**config.mk**
```make
export PLATFORM = sky130hd
export DESIGN_NAME = arp_header_parser
export DESIGN_NICKNAME = d
export VERILOG_FILES = /design/src/hdl/arp_hp_pkg.sv /design/src/hdl/arp_header_parser.sv
export SDC_FILE = /design/constraint.sdc
export NUM_CORES = 1
export LEC_CHECK = 0
export BUFFER_PORTS_ARGS = -buffer_cell sky130_fd_sc_hd__buf_2
export CAP_MARGIN = 20
export CORE_UTILIZATION = 33
export CTS_BUF_LIST = sky130_fd_sc_hd__clkbuf_4 sky130_fd_sc_hd__clkbuf_8
export DETAILED_ROUTE_END_ITERATION = 6
export HOLD_SLACK_MARGIN = 0.03
export MAX_ROUTING_LAYER = met4
export PLACE_DENSITY_LB_ADDON = 0.3
export SYNTH_ARGS = -nofsm -noshare
export SYNTH_HDL_FRONTEND = slang
export SYNTH_SLANG_ARGS = --single-unit
export TNS_END_PERCENT = 10
```
**constraint.sdc**
```tcl
create_clock -name clk -period 10 [get_ports clk]
set_input_delay 2 -clock clk [delete_from_list [all_inputs] [get_ports clk]]
set_output_delay 2 -clock clk [all_outputs]
set_load 0.01 [all_outputs]
```
**src/hdl/arp_hp_pkg.sv**
```systemverilog
// Package for the ARP header parser: shared constants, codes and word types.
// No dependencies; imported by arp_header_parser.
`default_nettype none

package arp_hp_pkg;

  // Width of the per-packet byte counter; it saturates at its all-ones value.
  localparam int unsigned COUNT_WIDTH = 11;
  localparam logic [COUNT_WIDTH-1:0] COUNT_MAX = {COUNT_WIDTH{1'b1}};

  // Fixed part of the ARP header, in bytes, and its field offsets.
  localparam logic [COUNT_WIDTH-1:0] HDR_LEN      = COUNT_WIDTH'(8);
  localparam logic [COUNT_WIDTH-1:0] POS_HTYPE_HI = COUNT_WIDTH'(0);
  localparam logic [COUNT_WIDTH-1:0] POS_HTYPE_LO = COUNT_WIDTH'(1);
  localparam logic [COUNT_WIDTH-1:0] POS_PTYPE_HI = COUNT_WIDTH'(2);
  localparam logic [COUNT_WIDTH-1:0] POS_PTYPE_LO = COUNT_WIDTH'(3);
  localparam logic [COUNT_WIDTH-1:0] POS_HLEN     = COUNT_WIDTH'(4);
  localparam logic [COUNT_WIDTH-1:0] POS_PLEN     = COUNT_WIDTH'(5);
  localparam logic [COUNT_WIDTH-1:0] POS_OP_HI    = COUNT_WIDTH'(6);
  localparam logic [COUNT_WIDTH-1:0] POS_OP_LO    = COUNT_WIDTH'(7);

  // Expected header values.
  localparam logic [15:0] HTYPE_ETHERNET = 16'h0001;
  localparam logic [15:0] PTYPE_IPV4     = 16'h0800;
  localparam logic [7:0]  HLEN_ETHERNET  = 8'd6;
  localparam logic [7:0]  PLEN_IPV4      = 8'd4;
  localparam logic [15:0] OP_REQUEST     = 16'h0001;
  localparam logic [15:0] OP_REPLY       = 16'h0002;

  // Result kinds.
  localparam logic KIND_ADDR    = 1'b0;
  localparam logic KIND_SUMMARY = 1'b1;

  // Address selectors.
  localparam logic [1:0] SEL_SENDER_HW    = 2'd0;
  localparam logic [1:0] SEL_SENDER_PROTO = 2'd1;
  localparam logic [1:0] SEL_TARGET_HW    = 2'd2;
  localparam logic [1:0] SEL_TARGET_PROTO = 2'd3;

  // Error bit positions.
  localparam int unsigned ERR_W         = 7;
  localparam int unsigned ERR_HW_TYPE   = 0;
  localparam int unsigned ERR_PROTO     = 1;
  localparam int unsigned ERR_HLEN      = 2;
  localparam int unsigned ERR_PLEN      = 3;
  localparam int unsigned ERR_OP        = 4;
  localparam int unsigned ERR_PAY_SHORT = 5;
  localparam int unsigned ERR_HDR_SHORT = 6;

  // Result queue: room for two results per byte plus slack for a stalled receiver.
  localparam int unsigned QDEPTH = 4;
  localparam int unsigned QPTR_W = 2;
  localparam int unsigned QCNT_W = 3;

  typedef struct packed {
    logic [7:0] data_byte;
    logic       end_of_packet;
  } arp_in_t;

  typedef struct packed {
    logic             kind;
    logic [1:0]       addr_select;
    logic [7:0]       addr_index;
    logic [7:0]       addr_byte;
    logic [15:0]      hw_type;
    logic [15:0]      proto_type;
    logic [15:0]      op_code;
    logic [7:0]       hw_len;
    logic [7:0]       proto_len;
    logic [ERR_W-1:0] error_bits;
    logic             last_result;
  } arp_out_t;

endpackage

`default_nettype wire

```
**src/hdl/arp_header_parser.sv**
```systemverilog
// ARP header parser top level: byte-wise header capture, address tagging and summary.
// Depends on arp_hp_pkg for constants, codes and the word types.
`default_nettype none

// Usage
// The input channel (in_valid, in_ready, in_data) carries one packet byte per word,
// starting at the first byte of the ARP header, with end_of_packet set on the last
// byte. The output channel (out_valid, out_ready, out_data) carries result words:
// one per address byte of the four addresses, and a summary on the last byte with
// the header fields and error bits. One input word gives zero, one or two results.
// An accepted word is registered, then processed into a four-entry result queue once
// the queue has room for it; its first result can then be taken from the queue.
// Throughput: one input word per cycle while the receiver keeps up; the input side
// needs two free queue places, so a byte that yields address and summary together
// leaves two result words for the receiver to drain.
// When the receiver stalls, the queue fills and in_ready drops; nothing is lost.
// cfg_wr_en and cfg_wr_data write the quick-parse bit, which must only change while
// the block is idle. Reset (rst_n low, synchronous) empties the input register and
// the queue, clears quick-parse and starts a fresh packet.
module arp_header_parser
  import arp_hp_pkg::*;
(
  input  wire logic     clk,
  input  wire logic     rst_n,
  input  wire logic     cfg_wr_en,
  input  wire logic     cfg_wr_data,
  input  wire logic     in_valid,
  output logic          in_ready,
  input  wire arp_in_t  in_data,
  output logic          out_valid,
  input  wire logic     out_ready,
  output arp_out_t      out_data
);

  // Configuration.
  logic quick_parse_r;

  // Input register.
  logic    in_v_r;
  arp_in_t in_d_r;

  // Per-packet state.
  logic [COUNT_WIDTH-1:0] byte_count_r, byte_count_nxt;
  logic [15:0]            hw_type_r, hw_type_nxt;
  logic [15:0]            proto_type_r, proto_type_nxt;
  logic [15:0]            op_r, op_nxt;
  logic [7:0]             hw_len_r, hw_len_nxt;
  logic [7:0]             proto_len_r, proto_len_nxt;

  // Result queue.
  arp_out_t            q_mem_r [QDEPTH];
  logic [QPTR_W-1:0]   q_wr_r, q_rd_r;
  logic [QCNT_W-1:0]   q_cnt_r;

  logic     pop, advance;
  logic     has_addr, has_sum;
  arp_out_t res_addr, res_sum, first_res;
  logic [1:0] n_push;

  // Address decode.
  logic [COUNT_WIDTH-1:0] pos, off, hl_x, pl_x, b1, b2, b3, b4, need, len;
  logic                   in_addr;

  assign pop = out_valid && out_ready;
  // The registered word moves on when the queue has two places, counting a pop now.
  assign advance = in_v_r && ((q_cnt_r < QCNT_W'(QDEPTH - 1)) ||
                              (pop && (q_cnt_r < QCNT_W'(QDEPTH))));
  assign in_ready = !in_v_r || advance;

  assign out_valid = (q_cnt_r != '0);
  assign out_data  = q_mem_r[q_rd_r];

  // Boundaries of the four addresses, measured from the end of the fixed header.
  assign pos  = byte_count_r;
  assign off  = pos - HDR_LEN;
  assign hl_x = COUNT_WIDTH'(hw_len_r);
  assign pl_x = COUNT_WIDTH'(proto_len_r);
  assign b1   = hl_x;
  assign b2   = hl_x + pl_x;
  assign b3   = (hl_x << 1) + pl_x;
  assign b4   = (hl_x << 1) + (pl_x << 1);
  assign in_addr = (pos >= HDR_LEN) && (off < b4);

  // Header capture and the saturating counter.
  always_comb begin
    hw_type_nxt    = hw_type_r;
    proto_type_nxt = proto_type_r;
    op_nxt         = op_r;
    hw_len_nxt     = hw_len_r;
    proto_len_nxt  = proto_len_r;
    case (pos)
      POS_HTYPE_HI: hw_type_nxt[15:8]    = in_d_r.data_byte;
      POS_HTYPE_LO: hw_type_nxt[7:0]     = in_d_r.data_byte;
      POS_PTYPE_HI: proto_type_nxt[15:8] = in_d_r.data_byte;
      POS_PTYPE_LO: proto_type_nxt[7:0]  = in_d_r.data_byte;
      POS_HLEN:     hw_len_nxt           = in_d_r.data_byte;
      POS_PLEN:     proto_len_nxt        = in_d_r.data_byte;
      POS_OP_HI:    op_nxt[15:8]         = in_d_r.data_byte;
      POS_OP_LO:    op_nxt[7:0]          = in_d_r.data_byte;
      default:      ;
    endcase
    byte_count_nxt = (byte_count_r == COUNT_MAX) ? byte_count_r
                                                 : byte_count_r + COUNT_WIDTH'(1);
  end

  // Address byte result.
  always_comb begin
    res_addr             = '0;
    res_addr.kind        = KIND_ADDR;
    res_addr.addr_byte   = in_d_r.data_byte;
    res_addr.last_result = !in_d_r.end_of_packet;
    if (off < b1) begin
      res_addr.addr_select = SEL_SENDER_HW;
      res_addr.addr_index  = off[7:0];
    end else if (off < b2) begin
      res_addr.addr_select = SEL_SENDER_PROTO;
      res_addr.addr_index  = 8'(off - b1);
    end else if (off < b3) begin
      res_addr.addr_select = SEL_TARGET_HW;
      res_addr.addr_index  = 8'(off - b2);
    end else begin
      res_addr.addr_select = SEL_TARGET_PROTO;
      res_addr.addr_index  = 8'(off - b3);
    end
    has_addr = in_addr;
  end

  // End-of-packet summary, built from the header as it stands after this byte.
  assign len  = byte_count_nxt;
  assign need = HDR_LEN + b4;

  always_comb begin
    res_sum             = '0;
    res_sum.kind        = KIND_SUMMARY;
    res_sum.last_result = 1'b1;
    if (len < HDR_LEN) begin
      res_sum.error_bits[ERR_HDR_SHORT] = 1'b1;
    end else begin
      res_sum.hw_type    = hw_type_nxt;
      res_sum.proto_type = proto_type_nxt;
      res_sum.op_code    = op_nxt;
      res_sum.hw_len     = hw_len_nxt;
      res_sum.proto_len  = proto_len_nxt;
      if (!quick_parse_r) begin
        res_sum.error_bits[ERR_HW_TYPE]   = (hw_type_nxt != HTYPE_ETHERNET);
        res_sum.error_bits[ERR_PROTO]     = (proto_type_nxt != PTYPE_IPV4);
        res_sum.error_bits[ERR_HLEN]      = (hw_len_nxt != HLEN_ETHERNET);
        res_sum.error_bits[ERR_PLEN]      = (proto_len_nxt != PLEN_IPV4);
        res_sum.error_bits[ERR_OP]        = (op_nxt != OP_REQUEST) && (op_nxt != OP_REPLY);
        res_sum.error_bits[ERR_PAY_SHORT] = (len < need);
      end
    end
    has_sum = in_d_r.end_of_packet;
  end

  assign first_res = has_addr ? res_addr : res_sum;
  assign n_push    = advance ? (2'(has_addr) + 2'(has_sum)) : 2'd0;

  // Control registers.
  always_ff @(posedge clk) begin
    if (!rst_n) begin
      quick_parse_r <= 1'b0;
      in_v_r        <= 1'b0;
      byte_count_r  <= '0;
      hw_type_r     <= '0;
      proto_type_r  <= '0;
      op_r          <= '0;
      hw_len_r      <= '0;
      proto_len_r   <= '0;
      q_wr_r        <= '0;
      q_rd_r        <= '0;
      q_cnt_r       <= '0;
    end else begin
      if (cfg_wr_en) begin
        quick_parse_r <= cfg_wr_data;
      end
      if (in_ready) begin
        in_v_r <= in_valid;
      end
      if (advance) begin
        if (in_d_r.end_of_packet) begin
          // A new packet starts with the next byte.
          byte_count_r <= '0;
          hw_type_r    <= '0;
          proto_type_r <= '0;
          op_r         <= '0;
          hw_len_r     <= '0;
          proto_len_r  <= '0;
        end else begin
          byte_count_r <= byte_count_nxt;
          hw_type_r    <= hw_type_nxt;
          proto_type_r <= proto_type_nxt;
          op_r         <= op_nxt;
          hw_len_r     <= hw_len_nxt;
          proto_len_r  <= proto_len_nxt;
        end
      end
      q_wr_r  <= q_wr_r + QPTR_W'(n_push);
      q_rd_r  <= q_rd_r + QPTR_W'(pop);
      q_cnt_r <= q_cnt_r + QCNT_W'(n_push) - QCNT_W'(pop);
    end
  end

  // Payload registers.
  always_ff @(posedge clk) begin
    if (in_ready && in_valid) begin
      in_d_r <= in_data;
    end
    if (n_push != 2'd0) begin
      q_mem_r[q_wr_r] <= first_res;
    end
    if (n_push == 2'd2) begin
      q_mem_r[q_wr_r + QPTR_W'(1)] <= res_sum;
    end
  end

endmodule

`default_nettype wire

```
==> metrics.txt, run 1 <==
Pwr Density 184 nW/µm²; WHS Path Cells 2; Avg Inst Size Synth 11.6 µm²; Worst Path Required 10.33 ns; failing checks design-rule violations; ys flop type edfxtp_1; FF+latch count, synth 457; drt first pass iters 7; clock buffer depth 3; Ports 108; Crit path depth 21; Max-slew headroom 0.213; placed wire-length estimate 40800 µm; reg2reg path depth 21; Port Buffer Count 107; average routed wire per standard cell 21.3 µm; Tcrit/Tclk final 0.679; first-pass GRT wire length 94100 µm; Crit Path Category flip-flop to flip-flop; DRC 1; clk sinks 457; CTS hold repair buffers 0; CTS tree built; Final Hold Viols 0; via count 15600; design area 25400 µm²; post-synth cell types 69; TNS Setup 0 ns; max cap viols 0; vias in the first global route 15300; cell area after synthesis 22200 µm²; startpoint types flip-flop; Static Leak 8.97 nW; total chip power 0.00468 W; critical-path maximum fanout 43; clk slew on worst S/H paths 0.06 ns; sequential area share after synthesis 0.543; # resized after CTS 0; WHS 0.447 ns; Root Driver clkbuf_8; crit-path cells ha_1 > fa_1 > a21o_1 > a21oi_1 > o21bai_1 > a21oi_1 > o21bai_1 > a21oi_1 > ha_1 > a211oi_1 > o31a_1 > nand2_1 > inv_1 > ha_1 > nor2_1 > nor2_1 > nand2_1 > inv_1 > o21ai_2 > clkinv_2 > buf_4; placed cell area 23700 µm²; Worst Skew 0.0498 ns; worst vdd ir 0.0000997 V; RSZ-0062 raised after global routing no; share of cells above drive strength 1 0.208; grt total ovfl 0; clock latency on the worst-skew pair 0.69 ns; Max Fclk 147 MHz; Routed Antenna Nets 0; worst stage delay on the critical path 0.83 ns; Die W 262 µm; setup bufs post-CTS 0; Setup crit end kind flip-flop; status finished, violations left; syn_nets 2019; gr usage total 0.189; Nets 2113; Inst Count DP 2798; Die H 262 µm; routed vias/inst 5.27; WL final 63000 µm; Setup Viol. Count Final 0; total CTS buffers 82; Worst-Margin Slew 1.18 ns; Psw 0.00129 W; Crit path max-delay family compound AO/OA/AOI/OAI gates; routability cong. 0.951; final worst path period need 6.79 ns; Starting DRT DRC Count 1155; max-slew violation count 0; antenna violations before repair 1; worst hold path type flip-flop to flip-flop; Cell Int Power 0.00339 W; Layout Cells excl Fill 2951; Clock Power Share 0.387; yosys warns 0; H-tree depth 3; Starting Density 0.336; CP bufs+invs 4; Gate power share 0.162; Syn Inst Count 1924; crit path DAT 7.11 ns; largest net degree at the start of global routing 85; Syn-to-layout area delta 14.0%; Flop pwr share 0.451; sw frac 0.275; Row Count 94; async set-reset flop share out of synthesis 0; Die Area 68400 µm²; EDFF count, synth 293; critical path's slowest cell clkinv_2; core box area 66200 µm²
[cells in the final DEF, fill, tap and decap left out, drive strengths merged, types with 5 or more instances in the layout]
| master | netlist | routed |
|---|---|---|
| and3 | 11 | 11 |
| a22oi | 72 | 72 |
| dfxtp | 164 | 164 |
| buf | 48 | 138 |
| mux4 | 91 | 91 |
| o21ai | 67 | 67 |
| a21o | 42 | 42 |
| clkbuf | 80 | 119 |
| clkinv | 1 | 27 |
| inv | 48 | 48 |
| nand2 | 122 | 122 |
| a31oi | 7 | 7 |
| a22o | 44 | 44 |
| a21oi | 44 | 44 |
| nor2 | 339 | 339 |
| xnor2 | 24 | 24 |
| nand3 | 27 | 27 |
| edfxtp | 293 | 293 |
| or3 | 8 | 8 |
| or2 | 42 | 42 |
| and2 | 15 | 15 |
| ha | 76 | 76 |
| xor2 | 14 | 14 |
| or4 | 5 | 5 |
| a21boi | 5 | 5 |
| nor2b | 91 | 91 |
| nand2b | 7 | 7 |
| nand4 | 5 | 5 |
| nor4 | 15 | 15 |
| nor3 | 19 | 19 |
| nor4b | 6 | 6 |
| mux2i | 47 | 47 |
[flip-flops by register name (all words and copies together) (netlist names), 3 cells and up]
| register | flops |
|---|---|
| op_r | 16 |
| q_mem_r | 364 |
| in_d_r | 8 |
| byte_count_r | 11 |
| hw_len_r | 8 |
| hw_type_r | 16 |
| q_cnt_r | 3 |
| proto_len_r | 8 |
| proto_type_r | 16 |
[stage by stage]
step	worst slack [ns]	util
after detailed placement	3.26	0.357
after floorplan	4.15	-
after global placement	3.30	0.356
after CTS	3.21	0.383
after global routing	2.68	0.383
final	3.21	0.383
[worst reg2reg max path, cell delays in order (launching register included)]
cell      delay, ns
dfxtp_1        0.37
ha_1           0.24
fa_1           0.41
a21o_1         0.20
a21oi_1        0.25
o21bai_1       0.09
a21oi_1        0.25
o21bai_1       0.10
a21oi_1        0.38
ha_1           0.33
a211oi_1       0.21
o31a_1         0.26
nand2_1        0.17
inv_1          0.20
ha_1           0.35
nor2_1         0.25
nor2_1         0.07
nand2_1        0.11
inv_1          0.06
o21ai_2        0.66
clkinv_2       0.84
buf_4          0.60
[power by group through the flow]
| stage | logic (W) | registers, W | clock network [W] |
|---|---|---|---|
| floorplan | 0.000523 | 0.00211 | 0 |
| global placement | 0.000775 | 0.00215 | 0 |
| detailed placement | 0.000778 | 0.00215 | 0 |
| CTS | 0.000780 | 0.00211 | 0.00186 |
| global route | 0.000823 | 0.00212 | 0.00194 |
| finish | 0.000757 | 0.00211 | 0.00181 |
[cells in the mapped netlist, drive strengths merged (5+ instances only)]
master / number / area [µm²]
nand3: 27 / 140
mux2i: 47 / 470
a31oi: 7 / 43.8
or4: 5 / 41.3
nand4: 5 / 31.3
or3: 8 / 50.1
nor2b: 91 / 569
xor2: 14 / 123
a21boi: 5 / 37.5
mux4: 91 / 2050
buf: 48 / 218
a22o: 44 / 385
a21o: 42 / 315
a21oi: 44 / 220
a22oi: 72 / 541
and2: 15 / 93.8
nand2b: 7 / 43.8
inv: 48 / 180
ha: 76 / 951
and3: 11 / 68.8
or2: 42 / 263
nor2: 339 / 1270
o21ai: 67 / 335
nor4: 15 / 124
xnor2: 24 / 218
clkbuf: 80 / 300
nor4b: 6 / 67.6
nor3: 19 / 100
dfxtp: 164 / 3280
nand2: 122 / 458
edfxtp: 293 / 8800
[path summary, 6_finish.rpt]
kind	from	end	slack, ns
worst max register to register	proto_len_r[0]$_SDFFE_PN0P_	q_mem_r[2][71]$_DFFE_PP_	3.21
worst min register to register	q_mem_r[0][90]$_SDFFE_PP1N_	q_mem_r[0][90]$_SDFFE_PP1N_	0.45
worst max-delay path	proto_len_r[0]$_SDFFE_PN0P_	q_mem_r[2][71]$_DFFE_PP_	3.21
worst min-delay path	q_mem_r[0][90]$_SDFFE_PP1N_	q_mem_r[0][90]$_SDFFE_PP1N_	0.45
[per-layer routing]
metal / vias to the layer above / global-route usage / share of wire
met1: 7758 / 0.247 / 0.45
met2: 490 / 0.290 / 0.47
met4: 0 / 0.0759 / 0.032
li1: 7195 / - / -
met5: - / - / 0
met3: 112 / 0.0332 / 0.054
[cell families after synthesis]
family | after synthesis | share of synthesized area
AOI/OAI and AO/OA | 312 | 0.0965
adders and majority gates | 80 | 0.0464
muxes | 138 | 0.113
xor gates and xnor gates | 38 | 0.0153
buffers and inverters | 177 | 0.0316
DFF | 457 | 0.543
and+or+nand+nor | 722 | 0.154
[layout make-up]
| type | instances | area (µm²) |
|---|---|---|
| inverter | 49 | 186 |
| fill | 6380 | 40900 |
| antenna | 1 | 2.50 |
| multi-input combinational | 1290 | 9500 |
| tap | 864 | 1080 |
| timing repair buffer | 138 | 801 |
| sequential | 457 | 12100 |
| clock inverter | 33 | 265 |
| clock buffer | 119 | 1430 |
(Power assumes the default switching activity.)
==> run 2: changes to the inputs <==
Settings changed: ABC_AREA from default to 1.
Clock period 10 ns to 5.9 ns, I/O delays scaled along.
==> metrics.txt, run 2 <==
Worst-Margin Slew 1.11 ns (was 1.18 ns); H-tree depth 3 (unchanged); max-slew violation count 0 (unchanged); via count 18000 (was 15600); Multi-input gate area 8860 µm² (was 9500 µm²); commonest cells after routing, fill and taps aside nor2_1, nand2_1, o21ai_0, edfxtp_1, dfxtp_1 (was nor2_1, edfxtp_1, dfxtp_1, nand2_1, buf_2); Port Buffer Count 107 (unchanged); Syn-to-layout area delta 13.9% (was 14.0%); sequential area share after synthesis 0.549 (was 0.543); Die Area 67700 µm² (was 68400 µm²); syn_nets 2613 (was 2019); total CTS buffers 79 (was 82); Ports 108 (unchanged); vias in the first global route 17300 (was 15300); Row Count 94 (unchanged); Die W 260 µm (was 262 µm); top cells by count, synth nor2_1, nand2_1, o21ai_0 (was nor2_1, edfxtp_1, dfxtp_1); cell area after synthesis 22000 µm² (was 22200 µm²); mux cell area share after synthesis 0 (was 0.113); most flop-heavy register q_mem_r (unchanged); yosys warns 0 (unchanged); Nets 2697 (was 2113); Starting Density 0.334 (was 0.336); RSZ-0062 raised after global routing no (unchanged); worst hold path type flip-flop to flip-flop (unchanged); Crit path top cell by count nand2_1; Syn Inst Count 2518 (was 1924); share of cells above drive strength 1 0.123 (was 0.208); WL final 65500 µm (was 63000 µm); Synth Area in Compound Gates 0.137 (was 0.0965); combinational family with the most area after synthesis simple AND/OR/NAND/NOR gates (unchanged); worst vdd ir 0.000179 V (was 0.0000997 V); worst stage delay on the critical path 0.74 ns (was 0.83 ns); DRC 0 (was 1); clk sinks 457 (unchanged); Final Hold Viols 0 (unchanged); post-synthesis xor/xnor area fraction 0.0123 (was 0.0153); placed wire-length estimate 40600 µm (was 40800 µm); clock latency on the worst-skew pair 0.68 ns (was 0.69 ns); Seq. cell area 12100 µm² (about the same); Worst Path Required 6.30 ns (was 10.33 ns); routability cong. 0.909 (was 0.951); simple-gate area share of the yosys netlist 0.205 (was 0.154); max FFs per register 364 (unchanged); Crit Path Category flip-flop to flip-flop (unchanged); Setup Viol. Count Final 0 (unchanged); setup bufs post-CTS 0 (unchanged); Worst Skew 0.0427 ns (was 0.0498 ns); Die H 260 µm (was 262 µm); startpoint types flip-flop (unchanged); antenna violations before repair 3 (was 1); first-pass GRT wire length 101000 µm (was 94100 µm); core box area 65900 µm² (was 66200 µm²); Tcrit/Tclk final 0.939 (was 0.679); Starting DRT DRC Count 1607 (was 1155); Static Leak 9.03 nW (was 8.97 nW); grt total ovfl 0 (unchanged); Layout fillers 6631 (was 6380); drt first pass iters 6 (was 7); critical-path maximum fanout 19 (was 43); Setup crit end kind flip-flop (unchanged); ys flop type edfxtp_1 (unchanged); gr usage total 0.198 (was 0.189); routed vias/inst 5.09 (was 5.27); FF+latch count, synth 457 (unchanged); CTS tree built (unchanged); Max-slew headroom 0.259 (was 0.213); Avg Inst Size Synth 8.74 µm² (was 11.6 µm²); design area 25100 µm² (was 25400 µm²); most frequent cell after synthesis nor2_1 (unchanged); largest net degree at the start of global routing 101 (was 85); TNS Setup 0 ns (unchanged); clk slew on worst S/H paths 0.07 ns (was 0.06 ns); most common cell after layout, fill and taps aside nor2_1 (unchanged); placed cell area 23400 µm² (was 23700 µm²); Pwr Density 342 nW/µm² (was 184 nW/µm²); Routed Antenna Nets 0 (unchanged); EDFF count, synth 293 (unchanged); final worst path period need 5.54 ns (was 6.79 ns); critical path's slowest cell o21ai_4 (was clkinv_2); max cap viols 0 (unchanged); dominant cells by area after synthesis edfxtp_1, dfxtp_1, nor2_1 (was edfxtp_1, dfxtp_1, mux4_2); Max Fclk 181 MHz (was 147 MHz); Post-Synth Adder-Cell Area 0.0469 (was 0.0464); crit path DAT 5.94 ns (was 7.11 ns); post-synth cell types 51 (was 69); Root Driver clkbuf_8 (unchanged); area leader, netlist edfxtp_1 (unchanged); average routed wire per standard cell 18.6 µm (was 21.3 µm); Yosys top cell area share 0.400 (was 0.396); clock buffer depth 3 (unchanged); crit-path cells ha_1 > fa_1 > xor2_1 > inv_1 > ha_1 > nand2_1 > o211ai_1 > a21oi_1 > nand2_1 > o2111ai_1 > nand2_1 > nand2_1 > nand2_2 > inv_2 > ha_1 > inv_1 > nor2_4 > nor2_4 > nor3_4 > nand2_1 > nor2_1 > o21ai_4 > buf_4 > nor2_1 (was ha_1 > fa_1 > a21o_1 > a21oi_1 > o21bai_1 > a21oi_1 > o21bai_1 > a21oi_1 > ha_1 > a211oi_1 > o31a_1 > nand2_1 > inv_1 > ha_1 > nor2_1 > nor2_1 > nand2_1 > inv_1 > o21ai_2 > clkinv_2 > buf_4); status complete, no violations (was finished, violations left); async set-reset flop share out of synthesis 0 (unchanged)
[run 2: metrics by stage]
stage               total power, W  instances  worst slack [ns]  hold WS [ns]  utilization
floorplan                  0.00493       2518             0.217         0.421            -
global placement           0.00574       3382             0.552         0.432        0.355
detailed placement         0.00578       3383             0.414         0.437        0.356
CTS                        0.00867       3525             0.385         0.451        0.380
global route               0.00903       3528           0.00884         0.469        0.381
finish                     0.00858       3528             0.362         0.447        0.381
[run 2: critical path, delay by kind of cell (launching register included)]
family / cells / cell delay, ns
compound gates: 4 / 1.14
simple gates: 11 / 1.12
fa+ha+maj: 4 / 1.38
flops: 1 / 0.36
buf+inv: 4 / 0.88
xor+xnor: 1 / 0.36
[run 2: repair_timing]
action                                  4_1_cts  5_1_grt
endpoints found under the setup margin        0       12
resized for setup                             0        1
hold buffers                                  0        0
[run 2: cells by family after synthesis]
kind of cell / Yosys count
simple gates: 1128
xor+xnor: 31
compound gates: 558
fa+ha+maj: 80
buf+inv: 264
flops: 457
[run 2: final timing paths]
kind	startpoint	cells after the start	slack, ns	end
hold reg to reg	q_mem_r[1][83]$_SDFFE_PP0N_	2	0.45	q_mem_r[1][83]$_SDFFE_PP0N_
setup reg to reg	hw_len_r[0]$_SDFFE_PN0P_	24	0.36	q_mem_r[2][45]$_DFFE_PP_
setup / recovery	hw_len_r[0]$_SDFFE_PN0P_	24	0.36	q_mem_r[2][45]$_DFFE_PP_
hold / removal	q_mem_r[1][83]$_SDFFE_PP0N_	2	0.45	q_mem_r[1][83]$_SDFFE_PP0N_
[run 2: routing by layer]
metal / GRT usage / wire length [µm] / share of wire / vias to the layer above
li1: - / - / - / 8706
met5: - / 0 / 0 / -
met2: 0.317 / 31300 / 0.48 / 509
met3: 0.0311 / 3540 / 0.054 / 82
met1: 0.256 / 29300 / 0.45 / 8664
met4: 0.0586 / 1290 / 0.020 / 0
[run 2: cell type report]
type / count / area share
flip-flops and latches: 457 / 0.482
multi-input cells: 1797 / 0.354
repair buffers: 143 / 0.0397
diodes: 1 / 0.0000998
clock inverters: 26 / 0.00659
inverters: 124 / 0.0188
well taps: 864 / 0.0431
clock buffers: 116 / 0.0559
[run 2: report_power, final]
part	internal [W]	total (W)	switching (W)
Clock	0.00154	0.00289	0.00135
Sequential	0.00355	0.00366	0.000110
Combinational	0.000633	0.00204	0.00140
Total	0.00572	0.00858	0.00286
